<file path="src/sv/arop_pkg.sv">
// ----------------------------------------------------------------------------
// arop_pkg
// Item types, error codes and character codes for the register operand parser.
// ----------------------------------------------------------------------------
package arop_pkg;

  // one character of the instruction line
  typedef struct packed {
    logic [7:0] char_code;
    logic       line_end;
    logic [2:0] operand_pos;
  } char_item_t;

  // decoded register operand
  typedef struct packed {
    logic [4:0] reg_number;
    logic [1:0] error_code;
  } reg_item_t;

  // error codes
  localparam logic [1:0] ERR_OK         = 2'd0;
  localparam logic [1:0] ERR_NO_DOLLAR  = 2'd1;
  localparam logic [1:0] ERR_BAD_NAME   = 2'd2;
  localparam logic [1:0] ERR_RANGE      = 2'd3;

  // character codes
  localparam logic [7:0] CH_SPACE  = 8'h20;
  localparam logic [7:0] CH_DOLLAR = 8'h24;
  localparam logic [7:0] CH_COMMA  = 8'h2c;
  localparam logic [7:0] CH_0      = 8'h30;
  localparam logic [7:0] CH_9      = 8'h39;
  localparam logic [7:0] CH_UP_A   = 8'h41;
  localparam logic [7:0] CH_UP_Z   = 8'h5a;
  localparam logic [7:0] CH_A      = 8'h61;
  localparam logic [7:0] CH_E      = 8'h65;
  localparam logic [7:0] CH_G      = 8'h67;
  localparam logic [7:0] CH_K      = 8'h6b;
  localparam logic [7:0] CH_O      = 8'h6f;
  localparam logic [7:0] CH_P      = 8'h70;
  localparam logic [7:0] CH_R      = 8'h72;
  localparam logic [7:0] CH_S      = 8'h73;
  localparam logic [7:0] CH_T      = 8'h74;
  localparam logic [7:0] CH_V      = 8'h76;
  localparam logic [7:0] CH_Z      = 8'h7a;

  // register numbers of the fixed-name registers
  localparam logic [5:0] REG_AT   = 6'd1;
  localparam logic [5:0] REG_V0   = 6'd2;
  localparam logic [5:0] REG_A0   = 6'd4;
  localparam logic [5:0] REG_T0   = 6'd8;
  localparam logic [5:0] REG_S0   = 6'd16;
  localparam logic [5:0] REG_K0   = 6'd26;
  localparam logic [5:0] REG_GP   = 6'd28;
  localparam logic [5:0] REG_SP   = 6'd29;
  localparam logic [5:0] REG_S8   = 6'd30;
  localparam logic [5:0] REG_RA   = 6'd31;
  localparam logic [5:0] REG_NONE = 6'd32;

  localparam logic [5:0] NUM_SAT  = 6'd32;
  localparam logic [2:0] CNT_MAX  = 3'd7;
  localparam logic [2:0] ZERO_LEN = 3'd4;

endpackage

</file>
<file path="src/sv/assembly_register_operand_parser_unit.sv">
// ----------------------------------------------------------------------------
// assembly_register_operand_parser_unit
// Decodes one comma-separated register operand of an assembly line, streamed
// one character per item, into a register number and an error code.
// ----------------------------------------------------------------------------
// The unit takes one character item every cycle while chr_stall is low. Each
// item is captured in an input register and processed from there against the
// line state; the item marked line_end yields one result, which is written to
// the result register when that item is processed, and the line state then
// returns to its reset values. Only a line-end item waits on a stalled result
// register; other characters keep flowing, so the sustained rate is one
// character per cycle. Error codes: 0 ok, 1 missing dollar sign or empty
// operand, 2 unrecognized name, 3 number above 31; reg_number is 0 on error.
module assembly_register_operand_parser_unit import arop_pkg::*; (
  input  logic       clk,
  input  logic       rst,
  input  logic       chr_valid,
  output logic       chr_stall,
  input  char_item_t chr,
  output logic       res_valid,
  input  logic       res_stall,
  output reg_item_t  res
);

  // input register
  logic       in_full;
  char_item_t in_q;

  // line state
  logic       past_mnemonic, past_mnemonic_next;
  logic [2:0] comma_count, comma_count_next;
  logic       collected_any, collected_any_next;
  logic       starts_with_dollar, starts_with_dollar_next;
  logic [2:0] name_length, name_length_next;
  logic [7:0] first_letter, first_letter_next;
  logic [7:0] second_letter, second_letter_next;
  logic       zero_match, zero_match_next;
  logic       all_digits, all_digits_next;
  logic [5:0] number_value, number_value_next;

  logic       out_free;
  logic       fire;
  logic       ch_digit, ch_alpha, ch_dollar, collect_en;
  logic [8:0] num_sum;
  logic [7:0] zero_char;
  logic [5:0] sym_reg;
  reg_item_t  res_next;

  function automatic logic is_digit(input logic [7:0] ch);
    return (ch >= CH_0) && (ch <= CH_9);
  endfunction

  function automatic logic is_alpha(input logic [7:0] ch);
    return ((ch >= CH_A) && (ch <= CH_Z)) || ((ch >= CH_UP_A) && (ch <= CH_UP_Z));
  endfunction

  // symbolic name lookup on the first two letters, REG_NONE when unknown
  function automatic logic [5:0] decode_symbol(input logic [7:0] c0,
                                               input logic [7:0] c1,
                                               input logic       zm,
                                               input logic [2:0] len);
    logic       dig;
    logic [3:0] d;
    logic [5:0] r;
    dig = is_digit(c1);
    d   = dig ? 4'(c1 - CH_0) : 4'd0;
    r   = REG_NONE;
    case (c0)
      CH_A: begin
        if (dig && d <= 4'd3) r = REG_A0 + 6'(d);
        else if (c1 == CH_T) r = REG_AT;
      end
      CH_G: begin
        if (c1 == CH_P) r = REG_GP;
      end
      CH_K: begin
        if (dig && d <= 4'd1) r = REG_K0 + 6'(d);
      end
      CH_R: begin
        if (c1 == CH_A) r = REG_RA;
      end
      CH_S: begin
        if (dig && d <= 4'd7) r = REG_S0 + 6'(d);
        else if (dig && d == 4'd8) r = REG_S8;
        else if (c1 == CH_P) r = REG_SP;
      end
      CH_T: begin
        if (dig && d <= 4'd7) r = REG_T0 + 6'(d);
        else if (dig) r = REG_S0 + 6'(d);
      end
      CH_V: begin
        if (dig && d <= 4'd1) r = REG_V0 + 6'(d);
      end
      CH_Z: begin
        if (zm && len == ZERO_LEN) r = 6'd0;
      end
      default: r = REG_NONE;
    endcase
    return r;
  endfunction

  // handshake: only a line-end item needs room in the result register
  assign out_free  = !res_valid || !res_stall;
  assign fire      = in_full && (!in_q.line_end || out_free);
  assign chr_stall = in_full && !fire;

  // input register
  always_ff @(posedge clk) begin
    if (rst) begin
      in_full <= 1'b0;
    end else if (chr_valid && !chr_stall) begin
      in_full <= 1'b1;
    end else if (fire) begin
      in_full <= 1'b0;
    end
  end

  always_ff @(posedge clk) begin
    if (chr_valid && !chr_stall) begin
      in_q <= chr;
    end
  end

  // character classes
  assign ch_digit  = is_digit(in_q.char_code);
  assign ch_alpha  = is_alpha(in_q.char_code);
  assign ch_dollar = (in_q.char_code == CH_DOLLAR);

  // letter of "zero" expected at the current name position
  always_comb begin
    case (name_length[1:0])
      2'd0:    zero_char = CH_Z;
      2'd1:    zero_char = CH_E;
      2'd2:    zero_char = CH_R;
      default: zero_char = CH_O;
    endcase
  end

  assign num_sum = 9'(number_value) * 9'd10 + 9'(in_q.char_code - CH_0);

  // line state update for the item in the input register
  always_comb begin
    past_mnemonic_next      = past_mnemonic || (in_q.char_code == CH_SPACE);
    comma_count_next        = comma_count;
    collected_any_next      = collected_any;
    starts_with_dollar_next = starts_with_dollar;
    name_length_next        = name_length;
    first_letter_next       = first_letter;
    second_letter_next      = second_letter;
    zero_match_next         = zero_match;
    all_digits_next         = all_digits;
    number_value_next       = number_value;

    if (past_mnemonic && in_q.char_code == CH_COMMA && comma_count < CNT_MAX) begin
      comma_count_next = comma_count + 3'd1;
    end

    collect_en = past_mnemonic && (in_q.operand_pos == comma_count_next) &&
                 (ch_alpha || ch_digit || ch_dollar);

    if (collect_en) begin
      if (!collected_any) begin
        collected_any_next      = 1'b1;
        starts_with_dollar_next = ch_dollar;
      end
      if (!ch_dollar) begin
        if (name_length == 3'd0) first_letter_next = in_q.char_code;
        else if (name_length == 3'd1) second_letter_next = in_q.char_code;
        if (name_length >= ZERO_LEN || zero_char != in_q.char_code) begin
          zero_match_next = 1'b0;
        end
        if (ch_digit) begin
          if (number_value < NUM_SAT) begin
            number_value_next = (num_sum > 9'(NUM_SAT)) ? NUM_SAT : num_sum[5:0];
          end
        end else begin
          all_digits_next = 1'b0;
        end
        if (name_length < CNT_MAX) name_length_next = name_length + 3'd1;
      end
    end
  end

  // operand decode at line end
  assign sym_reg = decode_symbol(first_letter_next, second_letter_next,
                                 zero_match_next, name_length_next);

  always_comb begin
    res_next.reg_number = 5'd0;
    res_next.error_code = ERR_OK;
    if (!collected_any_next || !starts_with_dollar_next) begin
      res_next.error_code = ERR_NO_DOLLAR;
    end else if (name_length_next == 3'd0) begin
      res_next.error_code = ERR_BAD_NAME;
    end else if (is_alpha(first_letter_next)) begin
      if (sym_reg == REG_NONE) res_next.error_code = ERR_BAD_NAME;
      else res_next.reg_number = sym_reg[4:0];
    end else if (!all_digits_next) begin
      res_next.error_code = ERR_BAD_NAME;
    end else if (number_value_next > 6'd31) begin
      res_next.error_code = ERR_RANGE;
    end else begin
      res_next.reg_number = number_value_next[4:0];
    end
  end

  // line state registers, cleared after each line
  always_ff @(posedge clk) begin
    if (rst || (fire && in_q.line_end)) begin
      past_mnemonic      <= 1'b0;
      comma_count        <= 3'd0;
      collected_any      <= 1'b0;
      starts_with_dollar <= 1'b0;
      name_length        <= 3'd0;
      first_letter       <= 8'd0;
      second_letter      <= 8'd0;
      zero_match         <= 1'b1;
      all_digits         <= 1'b1;
      number_value       <= 6'd0;
    end else if (fire) begin
      past_mnemonic      <= past_mnemonic_next;
      comma_count        <= comma_count_next;
      collected_any      <= collected_any_next;
      starts_with_dollar <= starts_with_dollar_next;
      name_length        <= name_length_next;
      first_letter       <= first_letter_next;
      second_letter      <= second_letter_next;
      zero_match         <= zero_match_next;
      all_digits         <= all_digits_next;
      number_value       <= number_value_next;
    end
  end

  // result register
  always_ff @(posedge clk) begin
    if (rst) begin
      res_valid <= 1'b0;
    end else if (fire && in_q.line_end) begin
      res_valid <= 1'b1;
    end else if (!res_stall) begin
      res_valid <= 1'b0;
    end
  end

  always_ff @(posedge clk) begin
    if (fire && in_q.line_end) begin
      res <= res_next;
    end
  end

endmodule

</file>
<file path="config.mk">
export PLATFORM = sky130hd
export DESIGN_NAME = assembly_register_operand_parser_unit
export DESIGN_NICKNAME = d
export VERILOG_FILES = /design/src/sv/arop_pkg.sv /design/src/sv/assembly_register_operand_parser_unit.sv
export SDC_FILE = /design/constraint.sdc
export NUM_CORES = 1
export LEC_CHECK = 0
export BUFFER_PORTS_ARGS = -buffer_cell sky130_fd_sc_hd__buf_2
export CORE_MARGIN = 4
export CORE_UTILIZATION = 55
export CTS_BUF_LIST = sky130_fd_sc_hd__clkbuf_16
export CTS_CLUSTER_DIAMETER = 50
export DETAILED_ROUTE_END_ITERATION = 6
export PLACE_DENSITY = 0.71
export REMOVE_ABC_BUFFERS = 1
export SYNTH_ARGS = -nofsm -noshare
export SYNTH_HDL_FRONTEND = slang
export SYNTH_SLANG_ARGS = --single-unit
</file>
<file path="constraint.sdc">
create_clock -name clk -period 11.47 [get_ports clk]
set_clock_uncertainty 0.05 [all_clocks]
set_input_delay 1.7205 -clock clk [delete_from_list [all_inputs] [get_ports clk]]
set_output_delay 1.7205 -clock clk [all_outputs]
set_load 0.05 [all_outputs]
</file>
### Word level (Yosys, flattened, before mapping)

Index checks and enable logic that the tools add are counted.

| operators by class | value |
|---|---|
| magnitude comparators | 21 |
| muxes and demuxes | 52 |
| multiply operators | 1 |
| equal/unequal tests | 23 |
| $add $sub $neg | 10 |
| reductions and logical operators | 41 |

Operators with widths:

| operator | number |
|---|---|
| 2-to-1 mux 6 bit | 17 |
| equality test 8 x 7 -> 1 bit (second input constant) | 11 |
| 2-to-1 mux 8 bit | 7 |
| one-hot mux 6 bit (8 select lines) | 1 |
| >= comparator 8 x 7 -> 1 bit (second input constant) | 4 |
| <= comparator 8 x 7 -> 1 bit (second input constant) | 4 |
| equality test 8 x 6 -> 1 bit (second input constant) | 3 |
| logical AND 1 bit | 19 |
| >= comparator 8 x 6 -> 1 bit (second input constant) | 2 |
| <= comparator 8 x 6 -> 1 bit (second input constant) | 2 |
| 2-to-1 mux 5 bit | 3 |
| one-hot mux 5 bit (3 select lines) | 1 |
| 2-to-1 mux 1 bit | 13 |
| adder 5 x 4 -> 6 bit (first input constant) | 2 |
| 2-to-1 mux 3 bit | 4 |
| logical OR 1 bit | 10 |
| adder 9 bit | 1 |
| greater-than comparator 9 x 6 -> 1 bit (second input constant) | 1 |
| subtractor 8 x 6 -> 9 bit (second input constant) | 1 |
| multiplier 6 x 3 -> 8 bit (second input constant) | 1 |
| 2-to-1 mux 2 bit | 4 |
| != test 8 bit | 1 |
| logical NOT 1 bit | 7 |
| 2-to-1 mux 7 bit | 1 |
| other kinds (25) | 28 |

| word-level totals | value |
|---|---|
| word-level logic and storage cells | 165 |
| input port bits | 16 |
| output and inout bits | 9 |
| bits in registers | 54 |

### Depth between registers and ports, before layout

Gate-level depths: netlist (run 1).

| depth | value |
|---|---|
| depth after elaboration | 20 |
| gate-level depth with buffers | 18 |
| depth with buffers taken out | 17 |

### Worst setup path before layout (run 1)

No wires, ideal clock.

| timing | value |
|---|---|
| kind | reg-to-reg |
| start point | register in_q[10] (netlist name) |
| end point | register res[1] (netlist name) (data pin) |
| cell stages (with the launch flop) | 19 |
| path slack | 6532 ps |
| arrival | 4632 ps |
| buffers on the path | 3 |
| setup time | 256 ps |
| data required time | 11164 ps |
| clock period less this slack | 4938 ps |
| path through | edfxtp_1 > buf_6 > or4b_1 > buf_2 > or4_4 > and3_4 > or4_1 > clkbuf_2 > nor2_2 > a21oi_1 > or2_2 > inv_1 > ha_1 > a31oi_1 > mux2i_1 > nor3_1 > a2111oi_2 > a31oi_1 > a41o_1 |

| between the ends | value |
|---|---|
| word-level cells in the longest chain between the ends | 20 |
| elaborated cells between the ends (all ways) | 110 |
| those cells by class | add/sub: 8; order compare: 17; eq/ne: 18; mux: 43; reduce/logical: 24 |

Ends and longest elaborated chain:

| item | line | source |
|---|---|---|
| start, declared | assembly_register_operand_parser_unit.sv:27 | `char_item_t in_q;` |
| start signal, assigned | assembly_register_operand_parser_unit.sv:120 | `in_q <= chr;` |
| branches (longest 20 deep; another with subtractor 8 x 6 -> 9 bit) | n/a |  |
| end signal, assigned | assembly_register_operand_parser_unit.sv:247 | `res <= res_next;` |
| end, declared | assembly_register_operand_parser_unit.sv:22 | `output reg_item_t res` |

Several ways; the timed one is not identified.
A chain may end at the register's enable or synchronous reset.

### Final worst setup path (run 1)

Ends and elaborated chain as after synthesis.

==> results.py, run 1 <==
metrics = {
    "pwr": {
        "p_clk_share_pct": 37.5,
        "internal_power_mw": 0.3015,
        "p_sw_share_pct": 26.50,
        "combPwrFrac_pct": 11.4,
        "seqPwrFrac_pct": 51.1,
        "power_switching_mw": 0.1087,
        "leakage_nw": 1.929,
        "power.density_nw_per_um2": 89.56,
        "irDropWorstVdd_uv": 63.16,
    },
    "sta": {
        "maxSlewViolCount": 0,
        "setup_viol": 0,
        "min_period_ns": 5.483,
        "hold_violations": 0,
        "maxClockFrequency_mhz": 182.4,
        "finalSetupTns_ns": 0,
        "rsz0062_at_grt": "no",
        "worst_slew_pin_slew_ns": 0.9818,
        "fin_hold_ws_ns": 0.4209,
        "slew_headroom_pct": 33.62,
        "worst_slack_ns": 5.987,
        "timing.final.crit_share_pct": 47.80,
    },
    "yosys": {
        "syn-cell-area_um2": 4285,
        "synth_xor_area_share_pct": 2.453,
        "yosysWarnings": 0,
        "yosys.area.top_type": "dfxtp_1",
        "yosysMostFrequentCell": "nor2_1",
        "synthMuxAreaShare_pct": 8.292,
        "ys_ff_latch": 54,
        "ys_types": 69,
        "ys_seq_area_share_pct": 29.66,
        "async_flop_share_pct": 0,
        "synth_compound_area_share_pct": 17.20,
        "ys.flop_type": "dfxtp_1",
        "synth_common_cells": "nor2_1, nand2_1, dfxtp_1, a21oi_1, ha_1",
        "synth_area_leaders": "dfxtp_1, edfxtp_1, ha_1",
        "synth_edf_count": 19,
        "synth-adder-area-share_pct": 10.57,
        "synth_simple_gate_area_share_pct": 26.66,
        "yosys.area.top_type_share_pct": 16.35,
        "synth_top_family_by_area": "simple AND/OR/NAND/NOR gates",
        "syn_area_per_cell_um2": 8.305,
        "synth_cells": 516,
    },
    "outcome": {
        "status": "finished clean",
    },
    "worst_setup_path": {
        "reg2reg_setup_slack_ns": 5.99,
        "start_kind": "flop",
        "arrival_ns": 5.48,
        "critical_path.max_fanout": 10,
        "worstSetupPathType": "reg2reg",
        "end_kind": "flop",
        "cp.required_ns": 11.47,
    },
    "drt": {
        "post_drt_wl_per_cell_um": 18.18,
        "vias": 3986,
        "drtAntennaViolNets": 0,
        "wl_mm": 11.42,
        "drt_first_iter_violations": 297,
        "dr.pass1.iters": 5,
        "drc": 0,
        "vias_per_cell": 6.347,
    },
    "place": {
        "portBuffers": 24,
        "post_dp_cell_area_um2": 4436,
        "post-place-ws_ns": 6.049,
        "gp_congestion": 1.043,
        "dp_cells": 620,
        "dp_hpwl_mm": 9.009,
    },
    "floorplanning": {
        "die-area_um2": 9268,
        "start_util_pct": 57.84,
        "io_pins": 25,
        "num_rows": 31,
        "core_area_um2": 7408,
        "die_w_um": 96.27,
        "die_h_um": 96.27,
    },
    "clocking": {
        "cts-root-buf": "clkbuf_16",
        "clock_path_buffers": 2,
        "clock_sinks": 54,
        "cts-resized-gates": 0,
        "cts_max_level": 2,
        "insertion_delay_ns": 0.30,
        "path_clk_slew_ns": 0.07,
        "post_cts_buffers": 0,
        "holdBufCountCts": 0,
        "tritoncts": "yes",
        "numCtsBuffers": 5,
    },
    "final_layout": {
        "syn_to_final_growth_pct": 6.861,
        "final_area_um2": 4579,
        "fin_nets": 579,
        "fin_cells": 628,
        "n_antenna_cell": 0,
        "drive_gt1_share_pct": 10.21,
    },
    "flow_run": {
        "drv_cap": 0,
    },
    "grt": {
        "antenna_found_initial": 0,
        "grt_use_total_pct": 25.85,
        "gr-total-overflow": 0,
        "grt_max_degree": 30,
        "grt_pass1_wl_mm": 18.46,
        "grt_pass1_vias": 3750,
    },
    "hold_path": {
        "min_path_type": "reg2reg",
    },
}
==> cells by family after synthesis <==
kind of cell	count (synthesis)
simple gates	219
xor+xnor	12
fa+ha+maj	35
compound gates	110
buf+inv	52
flops	54
mux	34
==> worst max-delay path, stage by stage (launching register included) <==
cell       delay (ns)
edfxtp_1         0.52
or4b_1           0.67
or4_4            0.57
and3_4           0.20
or4_1            0.60
nor2_2           0.49
mux2i_1          0.18
nor2_1           0.37
ha_1             0.21
inv_1            0.04
ha_1             0.28
a211oi_1         0.05
a2111oi_0        0.40
nand3b_1         0.20
and3b_1          0.19
a41o_1           0.23
==> metal layers <==
layer	wire (µm)	vias to the layer above	global-route usage [%]
met4	258	0	8.294
met2	5468	168	43.65
met1	4871	1868	34.40
met3	817	31	2.815
met5	0	-	0
li1	-	1919	-
==> through the flow <==
| step | util (%) | total power, mW |
|---|---|---|
| 2_1_floorplan | - | 0.2443 |
| 3_3_place_gp | 59.87 | 0.2584 |
| 3_5_place_dp | 59.87 | 0.2602 |
| 4_1_cts | 61.81 | 0.4104 |
| 5_1_grt | 61.81 | 0.4236 |
| 6_report | 61.81 | 0.4102 |
==> flip-flops by register name, indices dropped and copies added, names as in the netlist <==
register            flops
all_digits              1
collected_any           1
comma_count             3
first_letter            8
in_full                 1
in_q                   12
name_length             3
number_value            6
past_mnemonic           1
res                     7
res_valid               1
second_letter           8
starts_with_dollar      1
zero_match              1
==> path summary, 6_finish.rpt <==
kind | start | to | depth (start not counted)
max | in_q[10]$_DFFE_PP_ | res[1]$_SDFFCE_PP0P_ | 15
min | first_letter[7]$_SDFFE_PP0P_ | first_letter[7]$_SDFFE_PP0P_ | 2
max reg2reg | in_q[10]$_DFFE_PP_ | res[1]$_SDFFCE_PP0P_ | 15
min reg2reg | first_letter[7]$_SDFFE_PP0P_ | first_letter[7]$_SDFFE_PP0P_ | 2
==> layout by cell type (no fill, tap or decap), types with 5 or more instances in the layout <==
cell       synthesis  final
nor2_1            64     64
nand2_1           42     42
dfxtp_1           35     35
a21oi_1           33     33
ha_1              33     33
inv_1             31     31
mux2i_1           25     25
buf_2              2     24
nor3_1            19     19
edfxtp_1          19     19
nand3_1           16     16
o21ai_0           16     16
nand4_1           11     11
a21o_1            11     11
nor4_1             8      8
mux2_2             8      8
xor2_1             7      7
nand2b_1           6      6
and3_1             5      5
nor2b_1            5      5
xnor2_1            5      5
a22o_1             5      5
a211oi_1           5      5
a31oi_1            5      5
clkbuf_16          0      5
==> power groups by stage <==
stage | clock network (mW) | registers (mW) | logic (mW)
after global routing | 0.161 | 0.210 | 0.0520
final | 0.154 | 0.210 | 0.0469
after detailed placement | 0 | 0.214 | 0.0467
after floorplan | 0 | 0.213 | 0.0315
after CTS | 0.154 | 0.209 | 0.0468
after global placement | 0 | 0.213 | 0.0452
==> area by class of cell <==
cell class	count	area (µm²)
clock inverters	3	18.77
flip-flops and latches	54	1271
clock buffers	5	125.1
well taps	99	123.9
multi-input cells	410	2793
fillers	688	2829
inverters	32	120.1
repair buffers	25	127.6
Power figures use the tool's default switching activity.
==> run 2, diff against run 1 <==
- PLACE_DENSITY: 0.71 -> 0.74
- clock period: 11.47 -> 4.9 ns (I/O delays scaled with it)
==> results.py, run 2 (synthesis results as in run 1) <==
metrics = {
    "outcome": {
        "status": "finished clean",
    },
    "hold_path": {
        "min_path_type": "reg2reg",
    },
    "flow_run": {
        "drv_cap": 0,
    },
    "clocking": {
        "numCtsBuffers": 5,
        "clock_path_buffers": 2,
        "path_clk_slew_ns": 0.07,
        "clock_sinks": 54,
        "cts-root-buf": "clkbuf_16",
        "tritoncts": "yes",
        "holdBufCountCts": 0,
        "cts_max_level": 2,
        "insertion_delay_ns": 0.29,
    },
    "floorplanning": {
        "num_rows": 31,
        "die_h_um": 96.27,
        "io_pins": 25,
        "start_util_pct": 57.84,
        "core_area_um2": 7408,
        "die_w_um": 96.27,
        "die-area_um2": 9268,
    },
    "sta": {
        "min_period_ns": 4.734,
        "maxClockFrequency_mhz": 211.3,
        "maxSlewViolCount": 0,
        "finalSetupTns_ns": 0,
        "worst_slew_pin_slew_ns": 0.8628,
        "hold_violations": 0,
        "timing.final.crit_share_pct": 96.61,
        "setup_viol": 0,
        "slew_headroom_pct": 42.27,
    },
    "final_layout": {
        "fin_cells": 651,
        "final_cell_mix": "nor2_1, nand2_1, dfxtp_1",
        "fin_nets": 602,
        "top_regs": "in_q (12), first_letter (8), second_letter (8)",
        "registers.top_by_ff_count": "in_q",
        "final_common_cell": "nor2_1",
        "syn_to_final_growth_pct": 11.59,
        "fillCellCount": 645,
        "n_antenna_cell": 0,
        "drive_gt1_share_pct": 15.04,
        "largest_register_ff_count": 12,
    },
    "grt": {
        "grt_max_degree": 30,
        "antenna_found_initial": 0,
        "gr-total-overflow": 0,
        "grt_pass1_wl_mm": 19.30,
        "grt_use_total_pct": 26.66,
        "grt_pass1_vias": 4049,
    },
    "pwr": {
        "p_sw_share_pct": 25.91,
        "leakage_nw": 2.044,
        "power.density_nw_per_um2": 200.5,
        "irDropWorstVdd_uv": 167.3,
        "p_clk_share_pct": 36.5,
        "seqPwrFrac_pct": 50.2,
        "combPwrFrac_pct": 13.3,
        "internal_power_mw": 0.7103,
        "power_switching_mw": 0.2484,
    },
    "worst_setup_path": {
        "path_cells": "or4b_1 -> or4_4 -> and3_4 -> or4_1 -> nor2_4 -> mux2i_2 -> nor2_2 -> buf_4 -> inv_1 -> ha_2 -> a31oi_1 -> mux2i_1 -> nor3_1 -> a2111oi_2 -> a31oi_1 -> a41o_1",
        "start_kind": "flop",
        "critical_path.max_fanout": 5,
        "end_kind": "flop",
        "cp.required_ns": 4.89,
        "worstSetupPathType": "reg2reg",
        "arrival_ns": 4.73,
        "reg2reg_setup_slack_ns": 0.17,
        "slowest_delay_ns": 0.58,
        "crit_path_frequent_cell": "a31oi_1",
        "crit_slowest_cell": "or4_1",
    },
    "drt": {
        "post_drt_wl_per_cell_um": 18.00,
        "drtAntennaViolNets": 0,
        "vias": 4055,
        "drt_first_iter_violations": 201,
        "wl_mm": 11.72,
        "drc": 0,
        "vias_per_cell": 6.229,
        "dr.pass1.iters": 5,
    },
    "place": {
        "dp_hpwl_mm": 9.151,
        "gp_congestion": 1.014,
        "portBuffers": 24,
        "dp_cells": 642,
    },
}
[run 2: cell count changes in the layout (fill, tap and decap cells not counted), sizes merged]
cell,delta
buf,+23
clkinv,+2
inv,-2
[run 2: final timing paths]
check / startpoint / end / depth (start not counted)
worst min register to register: first_letter[7]$_SDFFE_PP0P_ / first_letter[7]$_SDFFE_PP0P_ / 2
worst max register to register: in_q[11]$_DFFE_PP_ / res[1]$_SDFFCE_PP0P_ / 16
worst min-delay path: first_letter[7]$_SDFFE_PP0P_ / first_letter[7]$_SDFFE_PP0P_ / 2
worst max-delay path: in_q[11]$_DFFE_PP_ / res[1]$_SDFFCE_PP0P_ / 16
[run 2: what timing repair did]
action	4_1_cts	5_1_grt
setup buffers	0	1
gates resized for setup	0	7
endpoints found under the setup margin	0	1
hold endpoints to repair	0	0
[run 2: layout make-up]
type / instances / area (µm²) / area share [%]
clock buffers: 5 / 125.1 / 2.616
clock inverters: 3 / 20.02 / 0.4186
inverters: 32 / 120.1 / 2.512
multi-input cells: 410 / 2821 / 59.00
flip-flops and latches: 54 / 1271 / 26.58
well taps: 99 / 123.9 / 2.590
repair buffers: 48 / 300.3 / 6.279
[run 2: per-stage QoR]
step	setup slack, ns	utilization [%]	area (µm²)	total power [mW]	hold slack [ns]
floorplan	0.0004459	-	4184	0.5720	0.3759
global placement	0.2011	62.10	4601	0.6103	0.3936
detailed placement	0.1261	62.10	4601	0.6152	0.4084
CTS	0.08610	64.06	4746	0.9639	0.4187
global route	-0.01312	64.55	4782	1.000	0.4498
finish	0.1663	64.55	4782	0.9587	0.4160
[run 2: per-layer routing]
metal  up-vias  GRT usage [%]  wire length [µm]
met3        42          3.987               648
met4         0          13.15               454
met2       148          44.68              5568
met1      1902          33.19              5045
met5         -              0                 0
li1       1963              -                 -
[run 2: power groups by stage]
stage               sequential, mW  clock (mW)  combinational [mW]
floorplan                    0.498           0              0.0738
global placement             0.491           0               0.120
detailed placement           0.491           0               0.124
CTS                          0.481       0.357               0.125
global route                 0.482       0.378               0.140
finish                       0.481       0.350               0.127
[run 2: worst max-delay path: cells and delay by family, from the launching register on]
kind	cells	cell delay (ns)
AND/OR/NAND/NOR	7	2.27
buffers and inverters	2	0.25
multiplexers	2	0.54
flip-flops	1	0.42
AO/OA/AOI/OAI	4	0.77
adder cells (fa/ha/maj)	1	0.21
